**src/design/ptw_pkg.sv**
```systemverilog
// Package: shared widths, codes, state type and chain structs of the timing wheel.
`timescale 1ns / 1ps

package ptw_pkg;

    localparam int ID_W        = 4;
    localparam int MODE_W      = 2;
    localparam int PERIOD_W    = 16;
    localparam int PERIOD_MAX  = 65535;
    localparam int MAX_RESULTS = 16;
    localparam int CNT_W       = $clog2(MAX_RESULTS);

    typedef enum logic [MODE_W-1:0] {
        MODE_TICK = 2'd0,
        MODE_ADD  = 2'd1,
        MODE_DEL  = 2'd2
    } t_mode;

    typedef enum logic [1:0] {
        ST_IDLE,
        ST_DIV,
        ST_DRAIN
    } t_state;

    // Command broadcast from the controller to every cell.
    typedef struct packed {
        logic            tick;
        logic            arm;
        logic            del;
        logic [ID_W-1:0] id;
    } t_cell_cmd;

    // Expiry token handed from cell to cell toward the output.
    typedef struct packed {
        logic            flag;
        logic [ID_W-1:0] id;
    } t_token;

endpackage

```
**src/design/ptw_ifs.sv**
```systemverilog
// Interfaces: request channel and expiry channel of the timing wheel.
`timescale 1ns / 1ps

interface ptw_in_if import ptw_pkg::*; ();
    logic                valid;
    logic                ready;
    logic [MODE_W-1:0]   mode;
    logic [ID_W-1:0]     task_id;
    logic [PERIOD_W-1:0] period;

    modport source (output valid, output mode, output task_id, output period, input ready);
    modport sink   (input valid, input mode, input task_id, input period, output ready);
endinterface

interface ptw_out_if import ptw_pkg::*; ();
    logic            valid;
    logic            ready;
    logic [ID_W-1:0] expired_id;
    logic            last;

    modport source (output valid, output expired_id, output last, input ready);
    modport sink   (input valid, input expired_id, input last, output ready);
endinterface

```
**src/design/ptw_div.sv**
```systemverilog
// Divider: splits a period into wheel passes and slot offset by reciprocal multiplication.
`timescale 1ns / 1ps

module ptw_div import ptw_pkg::*; #(
    parameter int SLOTS = 10,
    localparam int SW = $clog2(SLOTS)
) (
    input  logic                i_clk,
    input  logic                i_rst_n,
    input  logic                i_start,
    input  logic [PERIOD_W-1:0] i_dividend,
    output logic                o_done,
    output logic [PERIOD_W-1:0] o_quo,
    output logic [SW-1:0]       o_rem
);

    // The reciprocal of the wheel size is rounded up and scaled by one extra bit per
    // bit of the divisor, which makes the quotient exact for every dividend.
    localparam int SHIFT   = PERIOD_W + $clog2(SLOTS);
    localparam int RECIP_W = PERIOD_W + 1;
    localparam int PROD_W  = PERIOD_W + RECIP_W;
    localparam longint unsigned RECIP_L =
        ((64'd1 << SHIFT) + 64'(SLOTS) - 64'd1) / 64'(SLOTS);
    localparam logic [RECIP_W-1:0] RECIP = RECIP_W'(RECIP_L);

    logic                r_stage;
    logic                r_done;
    logic [PERIOD_W-1:0] r_num;
    logic [PERIOD_W-1:0] r_quo;
    logic [SW-1:0]       r_rem;

    logic [PROD_W-1:0]   w_prod;
    logic [PERIOD_W-1:0] w_back;

    // First the quotient is registered from the product; then the remainder is
    // registered: what is left of the dividend after the whole passes come off.
    assign w_prod = PROD_W'(i_dividend) * PROD_W'(RECIP);
    assign w_back = r_num - PERIOD_W'(r_quo * PERIOD_W'(SLOTS));

    always_ff @(posedge i_clk) begin
        if (!i_rst_n) begin
            r_stage <= 1'b0;
            r_done  <= 1'b0;
        end else begin
            r_stage <= i_start;
            r_done  <= r_stage;
        end
    end

    always_ff @(posedge i_clk) begin
        if (i_start) begin
            r_num <= i_dividend;
            r_quo <= PERIOD_W'(w_prod >> SHIFT);
        end
        if (r_stage) begin
            r_rem <= SW'(w_back);
        end
    end

    assign o_done = r_done;
    assign o_quo  = r_quo;
    assign o_rem  = r_rem;

endmodule

```
**src/design/ptw_cell.sv**
```systemverilog
// Cell: one timer entry of the wheel and one stage of the expiry token chain.
`timescale 1ns / 1ps

module ptw_cell import ptw_pkg::*; #(
    parameter int SLOTS = 10,
    parameter int IDX   = 0,
    localparam int SW = $clog2(SLOTS),
    localparam int RW = $clog2(PERIOD_MAX / SLOTS + 1)
) (
    input  logic          i_clk,
    input  logic          i_rst_n,
    input  t_cell_cmd     i_cmd,
    input  logic [SW-1:0] i_cursor,
    input  logic [SW-1:0] i_rem,
    input  logic [RW-1:0] i_quo,
    input  logic          i_shift,
    input  t_token        i_next,
    output t_token        o_tok
);

    // Only the first sixteen entries can be addressed by a task id.
    localparam bit MATCHABLE = (IDX < (1 << ID_W));

    logic            r_valid;
    logic [SW-1:0]   r_slot;
    logic [RW-1:0]   r_rounds;
    logic [SW-1:0]   r_rem;
    logic [RW-1:0]   r_quo;
    logic            r_flag;
    logic [ID_W-1:0] r_id;

    logic          w_match;
    logic          w_hit;
    logic          w_expire;
    logic [SW-1:0] w_arm_rem;
    logic [RW-1:0] w_arm_quo;
    logic [SW:0]   w_sum;
    logic [SW-1:0] w_slot;
    logic [RW-1:0] w_rounds;

    assign w_match  = MATCHABLE && (i_cmd.id == ID_W'(IDX));
    assign w_hit    = r_valid && (r_slot == i_cursor);
    assign w_expire = w_hit && (r_rounds == '0);

    // Arming: slot is offset plus cursor modulo the wheel size. A zero offset lands
    // on the cursor itself, which is one pass sooner, so one round comes off.
    assign w_arm_rem = i_cmd.arm ? i_rem : r_rem;
    assign w_arm_quo = i_cmd.arm ? i_quo : r_quo;
    assign w_sum     = {1'b0, w_arm_rem} + {1'b0, i_cursor};
    assign w_slot    = (w_sum >= (SW+1)'(SLOTS)) ? SW'(w_sum - (SW+1)'(SLOTS)) : w_sum[SW-1:0];
    assign w_rounds  = (w_arm_rem == '0) ? (w_arm_quo - 1'b1) : w_arm_quo;

    always_ff @(posedge i_clk) begin
        if (!i_rst_n) begin
            r_valid <= 1'b0;
            r_flag  <= 1'b0;
        end else begin
            if (i_cmd.arm && w_match) begin
                r_valid <= 1'b1;
            end else if (i_cmd.del && w_match) begin
                r_valid <= 1'b0;
            end
            if (i_cmd.tick) begin
                r_flag <= w_expire;
            end else if (i_shift) begin
                r_flag <= i_next.flag;
            end
        end
    end

    always_ff @(posedge i_clk) begin
        if (i_cmd.arm && w_match) begin
            r_slot   <= w_slot;
            r_rounds <= w_rounds;
            r_rem    <= i_rem;
            r_quo    <= i_quo;
        end else if (i_cmd.tick && w_expire) begin
            r_slot   <= w_slot;
            r_rounds <= w_rounds;
        end else if (i_cmd.tick && w_hit) begin
            r_rounds <= r_rounds - 1'b1;
        end
        if (i_cmd.tick) begin
            r_id <= ID_W'(IDX);
        end else if (i_shift) begin
            r_id <= i_next.id;
        end
    end

    assign o_tok = {r_flag, r_id};

endmodule

```
**src/design/periodic_timing_wheel.sv**
```systemverilog
// Top level: periodic timing wheel built as a chain of timer cells.
`timescale 1ns / 1ps

// The block keeps TASKS periodic timers on a wheel of SLOTS slots.
// Requests arrive on i_req (mode, task_id, period). An add request arms or
// re-arms a task; its period is split into wheel passes and slot offset by a
// reciprocal multiplication in two registered steps, and no request is taken
// until the task is armed. A delete request holds up no later request. A tick
// request advances the cursor; in that cycle every cell checks its own slot in
// parallel, expires or counts down one pass, and loads an expiry token. The
// tokens then shift one cell per cycle toward cell 0 while the output is not
// stalled, and no request is taken until the last expiring cell's token, or
// the sixteenth expiry, has left the chain. The expiry of cell k passes through
// the cells below it to cell 0 and the output register before it reaches o_rsp.
// Expiries leave in table order, at most 16 per tick, the final marked by last.
// Each expiry sits in an output register; a stalled receiver halts the chain
// shift but the last expiry of a tick does not hold up the next request.
// Zero periods, task ids beyond the table and the unused mode code are
// accepted and ignored. Reset empties the table, puts the cursor at slot 0 and
// drops any expiry not yet taken; no clearing pass is needed.

module periodic_timing_wheel import ptw_pkg::*; #(
    parameter int SLOTS = 10,
    parameter int TASKS = 16
) (
    input  logic      i_clk,
    input  logic      i_rst_n,
    ptw_in_if.sink    i_req,
    ptw_out_if.source o_rsp
);

    localparam int SW = $clog2(SLOTS);
    localparam int RW = $clog2(PERIOD_MAX / SLOTS + 1);
    localparam bit ALL_IDS = (TASKS >= (1 << ID_W));

    t_state          r_state;
    t_state          n_state;
    logic [SW-1:0]   r_cursor;
    logic [CNT_W-1:0] r_cnt;
    logic [ID_W-1:0] r_arm_id;
    logic            r_out_valid;
    logic [ID_W-1:0] r_out_id;
    logic            r_out_last;

    logic            w_accept;
    logic            w_is_tick;
    logic            w_is_add;
    logic            w_is_del;
    logic            w_add_ok;
    logic [SW-1:0]   w_cursor_nxt;
    logic [SW-1:0]   w_cursor_bus;

    logic            w_in_ready;
    logic            w_div_start;
    logic            w_shift;
    logic            w_emit;
    logic            w_emit_last;
    logic            w_drain_done;
    t_cell_cmd       w_cmd;

    logic            w_div_done;
    logic [PERIOD_W-1:0] w_div_quo;
    logic [SW-1:0]   w_div_rem;

    t_token          w_tok [TASKS];
    logic [TASKS-1:0] w_flags;
    logic            w_any_flag;
    logic            w_rest_any;
    logic            w_can_out;

    // Request decode.
    always_comb begin
        w_is_tick = 1'b0;
        w_is_add  = 1'b0;
        w_is_del  = 1'b0;
        unique case (i_req.mode)
            MODE_TICK: w_is_tick = 1'b1;
            MODE_ADD:  w_is_add  = 1'b1;
            MODE_DEL:  w_is_del  = 1'b1;
            default:   ;
        endcase
    end

    assign w_accept = i_req.valid && w_in_ready;
    assign w_add_ok = (ALL_IDS || (32'(i_req.task_id) < TASKS)) && (i_req.period != '0);

    assign w_cursor_nxt = (r_cursor == SW'(SLOTS - 1)) ? '0 : (r_cursor + 1'b1);
    // A tick compares against the advanced cursor; an add arms from the current one.
    assign w_cursor_bus = w_cmd.tick ? w_cursor_nxt : r_cursor;

    // Token chain status: the head of the chain is cell 0.
    always_comb begin
        for (int k = 0; k < TASKS; k++) begin
            w_flags[k] = w_tok[k].flag;
        end
    end
    assign w_any_flag = |w_flags;
    assign w_rest_any = |(w_flags >> 1);
    assign w_can_out  = !r_out_valid || o_rsp.ready;

    // Next state.
    always_comb begin
        n_state = r_state;
        unique case (r_state)
            ST_IDLE: begin
                if (w_accept && w_is_tick) begin
                    n_state = ST_DRAIN;
                end else if (w_accept && w_is_add && w_add_ok) begin
                    n_state = ST_DIV;
                end
            end
            ST_DIV: begin
                if (w_div_done) begin
                    n_state = ST_IDLE;
                end
            end
            ST_DRAIN: begin
                if (w_drain_done) begin
                    n_state = ST_IDLE;
                end
            end
            default: n_state = ST_IDLE;
        endcase
    end

    // Controller outputs.
    always_comb begin
        w_in_ready   = 1'b0;
        w_div_start  = 1'b0;
        w_shift      = 1'b0;
        w_emit       = 1'b0;
        w_emit_last  = 1'b0;
        w_drain_done = 1'b0;
        w_cmd        = '0;
        w_cmd.id     = i_req.task_id;
        unique case (r_state)
            ST_IDLE: begin
                w_in_ready  = 1'b1;
                w_cmd.tick  = w_accept && w_is_tick;
                w_cmd.del   = w_accept && w_is_del;
                w_div_start = w_accept && w_is_add && w_add_ok;
            end
            ST_DIV: begin
                w_cmd.arm = w_div_done;
                w_cmd.id  = r_arm_id;
            end
            ST_DRAIN: begin
                if (w_can_out) begin
                    w_shift     = 1'b1;
                    w_emit      = w_tok[0].flag;
                    // The sixteenth expiry closes the report even if more follow.
                    w_emit_last = w_emit &&
                                  (!w_rest_any || (r_cnt == CNT_W'(MAX_RESULTS - 1)));
                    w_drain_done = !w_any_flag || w_emit_last;
                end
            end
            default: ;
        endcase
    end

    always_ff @(posedge i_clk) begin
        if (!i_rst_n) begin
            r_state     <= ST_IDLE;
            r_cursor    <= '0;
            r_cnt       <= '0;
            r_out_valid <= 1'b0;
        end else begin
            r_state <= n_state;
            if (w_cmd.tick) begin
                r_cursor <= w_cursor_nxt;
                r_cnt    <= '0;
            end else if (w_emit) begin
                r_cnt <= r_cnt + 1'b1;
            end
            if (w_emit) begin
                r_out_valid <= 1'b1;
            end else if (o_rsp.ready) begin
                r_out_valid <= 1'b0;
            end
        end
    end

    always_ff @(posedge i_clk) begin
        if (w_div_start) begin
            r_arm_id <= i_req.task_id;
        end
        if (w_emit) begin
            r_out_id   <= w_tok[0].id;
            r_out_last <= w_emit_last;
        end
    end

    ptw_div #(
        .SLOTS (SLOTS)
    ) u_div (
        .i_clk      (i_clk),
        .i_rst_n    (i_rst_n),
        .i_start    (w_div_start),
        .i_dividend (i_req.period),
        .o_done     (w_div_done),
        .o_quo      (w_div_quo),
        .o_rem      (w_div_rem)
    );

    for (genvar g = 0; g < TASKS; g++) begin : g_cell
        t_token w_next;
        if (g == TASKS - 1) begin : g_tail
            assign w_next = '0;
        end else begin : g_link
            assign w_next = w_tok[g+1];
        end

        ptw_cell #(
            .SLOTS (SLOTS),
            .IDX   (g)
        ) u_cell (
            .i_clk    (i_clk),
            .i_rst_n  (i_rst_n),
            .i_cmd    (w_cmd),
            .i_cursor (w_cursor_bus),
            .i_rem    (w_div_rem),
            .i_quo    (RW'(w_div_quo)),
            .i_shift  (w_shift),
            .i_next   (w_next),
            .o_tok    (w_tok[g])
        );
    end

    assign i_req.ready      = w_in_ready;
    assign o_rsp.valid      = r_out_valid;
    assign o_rsp.expired_id = r_out_id;
    assign o_rsp.last       = r_out_last;

endmodule

```
**src/flat_wrapper.sv**
```systemverilog
// flat-port wrapper written by rule: the top's interface ports become plain ports
module periodic_timing_wheel_flat import ptw_pkg::*;
#(
    parameter int SLOTS = 10,
    parameter int TASKS = 16
)
  (i_clk, i_rst_n, i_req_valid, i_req_mode, i_req_task_id, i_req_period, i_req_ready, o_rsp_valid, o_rsp_expired_id, o_rsp_last, o_rsp_ready);
  ptw_in_if i_req_i ();
  ptw_out_if o_rsp_i ();
  input  logic i_clk;
  input  logic i_rst_n;
  input wire logic [$bits(i_req_i.valid)-1:0] i_req_valid;
  input wire logic [$bits(i_req_i.mode)-1:0] i_req_mode;
  input wire logic [$bits(i_req_i.task_id)-1:0] i_req_task_id;
  input wire logic [$bits(i_req_i.period)-1:0] i_req_period;
  output wire logic [$bits(i_req_i.ready)-1:0] i_req_ready;
  output wire logic [$bits(o_rsp_i.valid)-1:0] o_rsp_valid;
  output wire logic [$bits(o_rsp_i.expired_id)-1:0] o_rsp_expired_id;
  output wire logic [$bits(o_rsp_i.last)-1:0] o_rsp_last;
  input wire logic [$bits(o_rsp_i.ready)-1:0] o_rsp_ready;
  assign i_req_i.valid = i_req_valid;
  assign i_req_i.mode = i_req_mode;
  assign i_req_i.task_id = i_req_task_id;
  assign i_req_i.period = i_req_period;
  assign i_req_ready = i_req_i.ready;
  assign o_rsp_valid = o_rsp_i.valid;
  assign o_rsp_expired_id = o_rsp_i.expired_id;
  assign o_rsp_last = o_rsp_i.last;
  assign o_rsp_i.ready = o_rsp_ready;
  periodic_timing_wheel #(.SLOTS(SLOTS), .TASKS(TASKS)) u_core (.i_clk(i_clk), .i_rst_n(i_rst_n), .i_req(i_req_i), .o_rsp(o_rsp_i));
endmodule
```
**config.mk**
```make
export PLATFORM = sky130hd
export DESIGN_NAME = periodic_timing_wheel_flat
export DESIGN_NICKNAME = d
export VERILOG_FILES = /design/src/design/ptw_pkg.sv /design/src/design/ptw_ifs.sv /design/src/design/ptw_div.sv /design/src/design/ptw_cell.sv /design/src/design/periodic_timing_wheel.sv /design/src/flat_wrapper.sv
export SDC_FILE = /design/constraint.sdc
export NUM_CORES = 2
export LEC_CHECK = 0
export ABC_AREA = 1
export BUFFER_PORTS_ARGS = -buffer_cell sky130_fd_sc_hd__buf_4
export CAP_MARGIN = 20
export CORE_MARGIN = 2
export CORE_UTILIZATION = 50
export DETAILED_ROUTE_END_ITERATION = 12
export GPL_TIMING_DRIVEN = 0
export HOLD_SLACK_MARGIN = 0.02
export PLACE_DENSITY_LB_ADDON = 0.05
export SYNTH_ARGS = -nofsm -noshare
export SYNTH_HDL_FRONTEND = slang
export SYNTH_HIERARCHICAL = 1
export SYNTH_SLANG_ARGS = --single-unit
```
**constraint.sdc**
```tcl
create_clock -name i_clk -period 5.5 [get_ports i_clk]
set_clock_uncertainty 0.2 [all_clocks]
set_input_delay 1.375 -clock i_clk [delete_from_list [all_inputs] [get_ports i_clk]]
set_output_delay 1.375 -clock i_clk [all_outputs]
set_load 0.02 [all_outputs]
```
# Yosys cells after proc, flatten, opt, wreduce, memory -nomap -nowiden
# Cells that the tools add are included.
# op_classes
n_lt_le_gt_ge	16
addsub	67
n_div	0
eq_ne	40
mul	2
n_mux	232
bitwise_logic	1
n_shift	0
reduce_logical	199
# ops
operator	count
two-way mux 13 bit	80
subtractor 13 x 1 -> 13 bit (second input constant)	32
two-way mux 4 bit	67
zero test 13 bit	16
logical AND 1 bit	102
adder 4 x 4 -> 5 bit	16
>= comparator 5 x 4 -> 1 bit (second input constant)	16
two-way mux 1 bit	80
zero test 4 bit	17
nonzero test 2 bit	34
equality test 4 bit	16
subtractor 4 bit (second input constant)	16
nonzero test 3 bit	16
equality test 4 bit (second input constant)	10
multiplier 16 x 16 -> 32 bit (second input constant)	1
equality test 4 x 3 -> 1 bit (second input constant)	4
nonzero test 16 bit	1
OR reduction 16 bit	1
OR reduction 15 bit	1
multiplier 13 x 3 -> 3 bit (second input constant)	1
adder 4 x 1 -> 4 bit (second input constant)	2
equality test 4 x 2 -> 1 bit (second input constant)	2
two-way mux 2 bit	4
case mux 2 bit (3 select lines)	1
other kinds (14)	21
# word_totals
word_cells	681
output_inout_bits	7
n_memories	0
reg_bits	683
latch_bits	0
ramBits	0
inputBits	26
rom_bits	0

# Depth between registers and ports, before layout
# depth
ltp_word	12
depth_mapped	23
depth_no_buf	23

# By module
# The synthesis kept the hierarchy.
# modules_own_cells
module	cells_per_inst	area_per_inst_um2	n_inst
ptw_cell (u_core.g_cell[12].u_cell ...)	353	2780.2	4
ptw_cell (u_core.g_cell[2].u_cell ...)	360	2745.1	3
ptw_div	711	5944.5	1
ptw_cell (u_core.g_cell[11].u_cell ...)	368	2851.5	2
ptw_cell (u_core.g_cell[13].u_cell)	368	2817.7	1
ptw_cell (u_core.g_cell[1].u_cell)	337	2752.6	1
ptw_cell (u_core.g_cell[14].u_cell)	342	2751.4	1
ptw_cell (u_core.g_cell[10].u_cell)	328	2708.8	1
ptw_cell (u_core.g_cell[0].u_cell)	327	2676.3	1
ptw_cell (u_core.g_cell[15].u_cell)	328	2638.8	1
ptw_cell (u_core.g_cell[9].u_cell)	344	2610.0	1
periodic_timing_wheel	143	1037.2	1

# Least setup slack after synthesis
# No wires, ideal clock.
# synth_timing
path_kind	input port to flip-flop
start	input port i_req_valid
end	register u_core.g_cell[2].u_cell.r_rounds[0], enable pin
path_buffers	0
path_slack_ns	-0.539
setup_ns	0.401
t_required_ns	4.899
path_stages	8
arrival_ns	5.438
path_cell_list	nand2_2 nor3_4 nand2_1 nand2_1 inv_1 nand2_1 nand4_1 o21ai_0
# synth_between
elab_chain_cells	9
word_cells_on_any_way	10
# synth_rtl
item	line	source
start: declaration	flat_wrapper.sv:12	input wire logic [$bits(i_req_i.valid)-1:0] i_req_valid;
logical AND 1 bit (*)	periodic_timing_wheel.sv:84	assign w_accept = i_req.valid && w_in_ready;
logical AND 1 bit (*)	periodic_timing_wheel.sv:139	w_cmd.tick = w_accept && w_is_tick;
two-way mux 1 bit (*)	periodic_timing_wheel.sv:136	unique case (r_state)
two-way mux 4 bit (*)	--	
named net u_core.w_cursor_bus[1]	periodic_timing_wheel.sv:51	logic [SW-1:0] w_cursor_bus;
equality test 4 bit (*)	ptw_cell.sv:42	assign w_hit = r_valid && (r_slot == i_cursor);
logical AND 1 bit (*)	ptw_cell.sv:42	
logical AND 1 bit	ptw_cell.sv:43	assign w_expire = w_hit && (r_rounds == '0);
logical AND 1 bit	ptw_cell.sv:77	end else if (i_cmd.tick && w_expire) begin
nonzero test 3 bit (no line) (*)	--	
end signal: assignment	ptw_cell.sv:74	r_rounds <= w_rounds;
end signal: assignment	ptw_cell.sv:79	r_rounds <= w_rounds;
end signal: assignment	ptw_cell.sv:81	r_rounds <= r_rounds - 1'b1;
end: declaration	ptw_cell.sv:26	logic [RW-1:0] r_rounds;
# The timed path passes the listed nets; every way through them passes the cells marked *.
# A chain may end at the register's enable or synchronous reset.

# Worst setup path in the final report
# layout_timing
start	input port i_req_period[4]
end	register u_core.u_div.r_quo[12] (netlist: u_core/u_div/o_quo[12]) (data pin)
# layout_between
elab_chain_cells	1
# layout_rtl
item	line	source
start: declaration	flat_wrapper.sv:15	input wire logic [$bits(i_req_i.period)-1:0] i_req_period;
multiplier 16 x 16 -> 32 bit	ptw_div.sv:37	assign w_prod = PROD_W'(i_dividend) * PROD_W'(RECIP);
named net u_core.u_div.w_prod[32]	ptw_div.sv:32	logic [PROD_W-1:0] w_prod;
end signal: assignment	ptw_div.sv:53	r_quo <= PERIOD_W'(w_prod >> SHIFT);
end: declaration	ptw_div.sv:29	logic [PERIOD_W-1:0] r_quo;
# The timed path passes the listed nets, and every way through them passes these cells.

==> flow_metrics.env <==
export IMPL_cts_buffers=84
export IMPL_worstMarginPinSlew_ns=1.05
export IMPL_crit_path_start_kind="input port"
export IMPL_intPower_mw=11.4
export IMPL_maxSlewViolCount=0
export IMPL_slew_headroom=0.302
export IMPL_post_cts_resize_count=0
export IMPL_cp_end_kind="flop"
export IMPL_gp_congestion=0.868
export IMPL_switching_share=0.342
export IMPL_leakagePower_nw=25.9
export IMPL_dieArea_um2=105000
export IMPL_grt_antenna_before_repair=1
export IMPL_whs_ns=0.225
export IMPL_tritoncts="done"
export IMPL_overflow=0
export IMPL_final_hold_viol_count=0
export IMPL_fin_cells=8075
export IMPL_die_w_um=323
export IMPL_cts_setup_buffers=0
export IMPL_portBuffers=32
export IMPL_finalCritPeriodShare=0.974
export IMPL_grt_pass1_vias=38400
export IMPL_dr_total_vias=40800
export IMPL_initial_core_util=0.502
export IMPL_drt_iter0_drc=2939
export IMPL_grt_pass1_wl_um=206000
export IMPL_die_h_um=323
export IMPL_setup_violations=0
export IMPL_avgSynthCellArea_um2=7.90
export IMPL_cts_htree_levels=3
export IMPL_pwr_density_cell_nw_per_um2=301
export IMPL_nNetsFinal=7002
export IMPL_p_switching_mw=5.90
export IMPL_cap_violations=0
export IMPL_final_util=0.565
export IMPL_dp_cells=7918
export IMPL_drc=0
export IMPL_cts_root_buf="clkbuf_16"
export IMPL_drive_gt1_frac=0.136
export IMPL_wl_per_cell_um=16.1
export IMPL_crit_type="input port to flop"
export IMPL_io_pins=33
export IMPL_grt_usage=0.251
export IMPL_sequentialPowerShare=0.366
export IMPL_cts_hold_buf=0
export IMPL_fin_crit_ns=5.36
export IMPL_path_max_fanout=7
export IMPL_rows=117
export IMPL_power_frac_comb=0.317
export IMPL_postRouteAntennaNets=0
export IMPL_synth_cells=6452
export IMPL_p_clk_frac=0.317
export IMPL_clock_latency_ns=0.66
export IMPL_max_clock_freq_ghz=0.187
export IMPL_yosysWarnings=6
export IMPL_via_per_inst=5.05
export IMPL_coreArea_um2=101000
export IMPL_cts_max_path_buffers=3
export IMPL_cp_arrival_ns=5.56
export IMPL_syn_area_um2=51000
export IMPL_clock_sinks=683
export IMPL_hpwl_um=96900
export IMPL_outcome="complete, no violations"
export IMPL_grt_max_degree=97
export IMPL_wirelength_um=130000
export IMPL_syn_to_final_growth_pct=12.4
export IMPL_antennaDiodeCount=0
export IMPL_drt_pass1_iter_count=6
export IMPL_clk_pin_slew_ns=0.06
export IMPL_required_ns=5.70
export IMPL_irDropWorstVdd_mv=0.421
export IMPL_holdCritPathClass="flop to flop"
## worst max-delay path, cell delays in order
cell and delay, ns:
buf_4 0.16, ha_4 0.31, xor2_1 0.16, ha_1 0.26, fa_1 0.48, inv_1 0.05, fa_1 0.48, inv_1 0.05
fa_1 0.48, inv_1 0.05, fa_1 0.52, inv_1 0.08, ha_4 0.30, nand2_2 0.10, nor2_4 0.14, inv_2 0.07
nor3_1 0.19, nand2_1 0.13, nand3_1 0.11, nand2_1 0.05
## worst paths after layout
kind / slack, ns / endpoint / cells after the start / start
setup reg to reg: 1.22 / u_core/g_cell[11].u_cell/r_rounds[1] / 10 / u_core/r_state[0]
setup / recovery: 0.14 / u_core/u_div/o_quo[12] / 20 / i_req_period[4]
hold / removal: 0.22 / u_core/o_rsp.expired_id[0] / 0 / u_core/g_cell[0].u_cell/r_id[0]
hold reg to reg: 0.22 / u_core/o_rsp.expired_id[0] / 0 / u_core/g_cell[0].u_cell/r_id[0]
## sequential cells by signal, summed over array words and instances (netlist names), 4 cells and up
| signal | count |
|---|---|
| u_core/g_cell.u_cell/r_rem | 64 |
| u_core/r_cursor | 4 |
| u_core/r_arm_id | 4 |
| u_core/u_div/o_rem | 4 |
| u_core/g_cell.u_cell/r_quo | 208 |
| u_core/u_div/r_num | 4 |
| u_core/u_div/o_quo | 13 |
| u_core/o_rsp.expired_id | 4 |
| u_core/r_cnt | 4 |
| u_core/g_cell.u_cell/r_slot | 64 |
| u_core/g_cell.u_cell/r_valid | 16 |
| u_core/g_cell.u_cell/r_flag | 16 |
| u_core/g_cell.u_cell/r_id | 64 |
| u_core/g_cell.u_cell/r_rounds | 208 |
## cell usage in the layout, fill, tap and decap left out, types with 12 or more instances in the layout
master,count
o31ai_1,16
buf_6,54
nand2_1,1850
inv_1,952
ha_1,234
nor2_2,108
or2_2,22
dfxtp_1,109
buf_2,18
nor3_1,87
clkbuf_16,90
xnor2_1,48
a21boi_0,16
nand2_2,176
buf_8,17
nand3b_1,14
buf_4,68
buf_16,36
o22ai_1,13
fa_1,95
nor2_4,64
nand4_2,13
nand3_1,502
a21oi_2,12
nor2_8,18
clkinv_2,15
o21ai_0,239
nand3_2,17
o21ai_1,99
a21oi_1,69
nand2_4,43
buf_12,17
nand4_1,98
clkbuf_1,29
inv_2,39
o21ai_2,15
edfxtp_1,574
xor2_1,188
nor2_1,502
## power by group through the flow
stage	combinational (mW)	clock (mW)	sequential (mW)
after CTS	5.41	5.63	6.31
after floorplan	3.35	0	6.38
final	5.48	5.47	6.31
after global routing	6.22	5.81	6.33
after global placement	4.38	0	6.93
after detailed placement	5.37	0	6.42
## final cells by class
type,count,area [µm²]
fillers,9417,44200
multi-input cells,4648,26800
flip-flops and latches,683,19400
inverters,1006,3830
clock buffers,127,2500
well taps,1368,1710
repair buffers,94,1640
plain buffers,119,1160
clock inverters,30,233
## per-stage QoR
step	TNS, ns	setup WS, ns	instance area, µm²	power [mW]
floorplan	-0.0433	-0.0239	51100	9.73
global placement	-1551.89	-3.36	53100	11.3
detailed placement	-6.62	-0.563	54500	11.8
CTS	0	0.151	57200	17.3
global route	-0.00139	-0.00139	57300	18.4
finish	0	0.141	57300	17.3
## layer usage
layer  GRT usage  share of wire  vias to the layer above
met5           0              0                        -
met4      0.0810          0.029                        0
met3      0.0322          0.050                      174
met2       0.393           0.44                      828
met1       0.360           0.48                    18700
li1            -              -                    21100
Power figures use the tool's default switching activity.
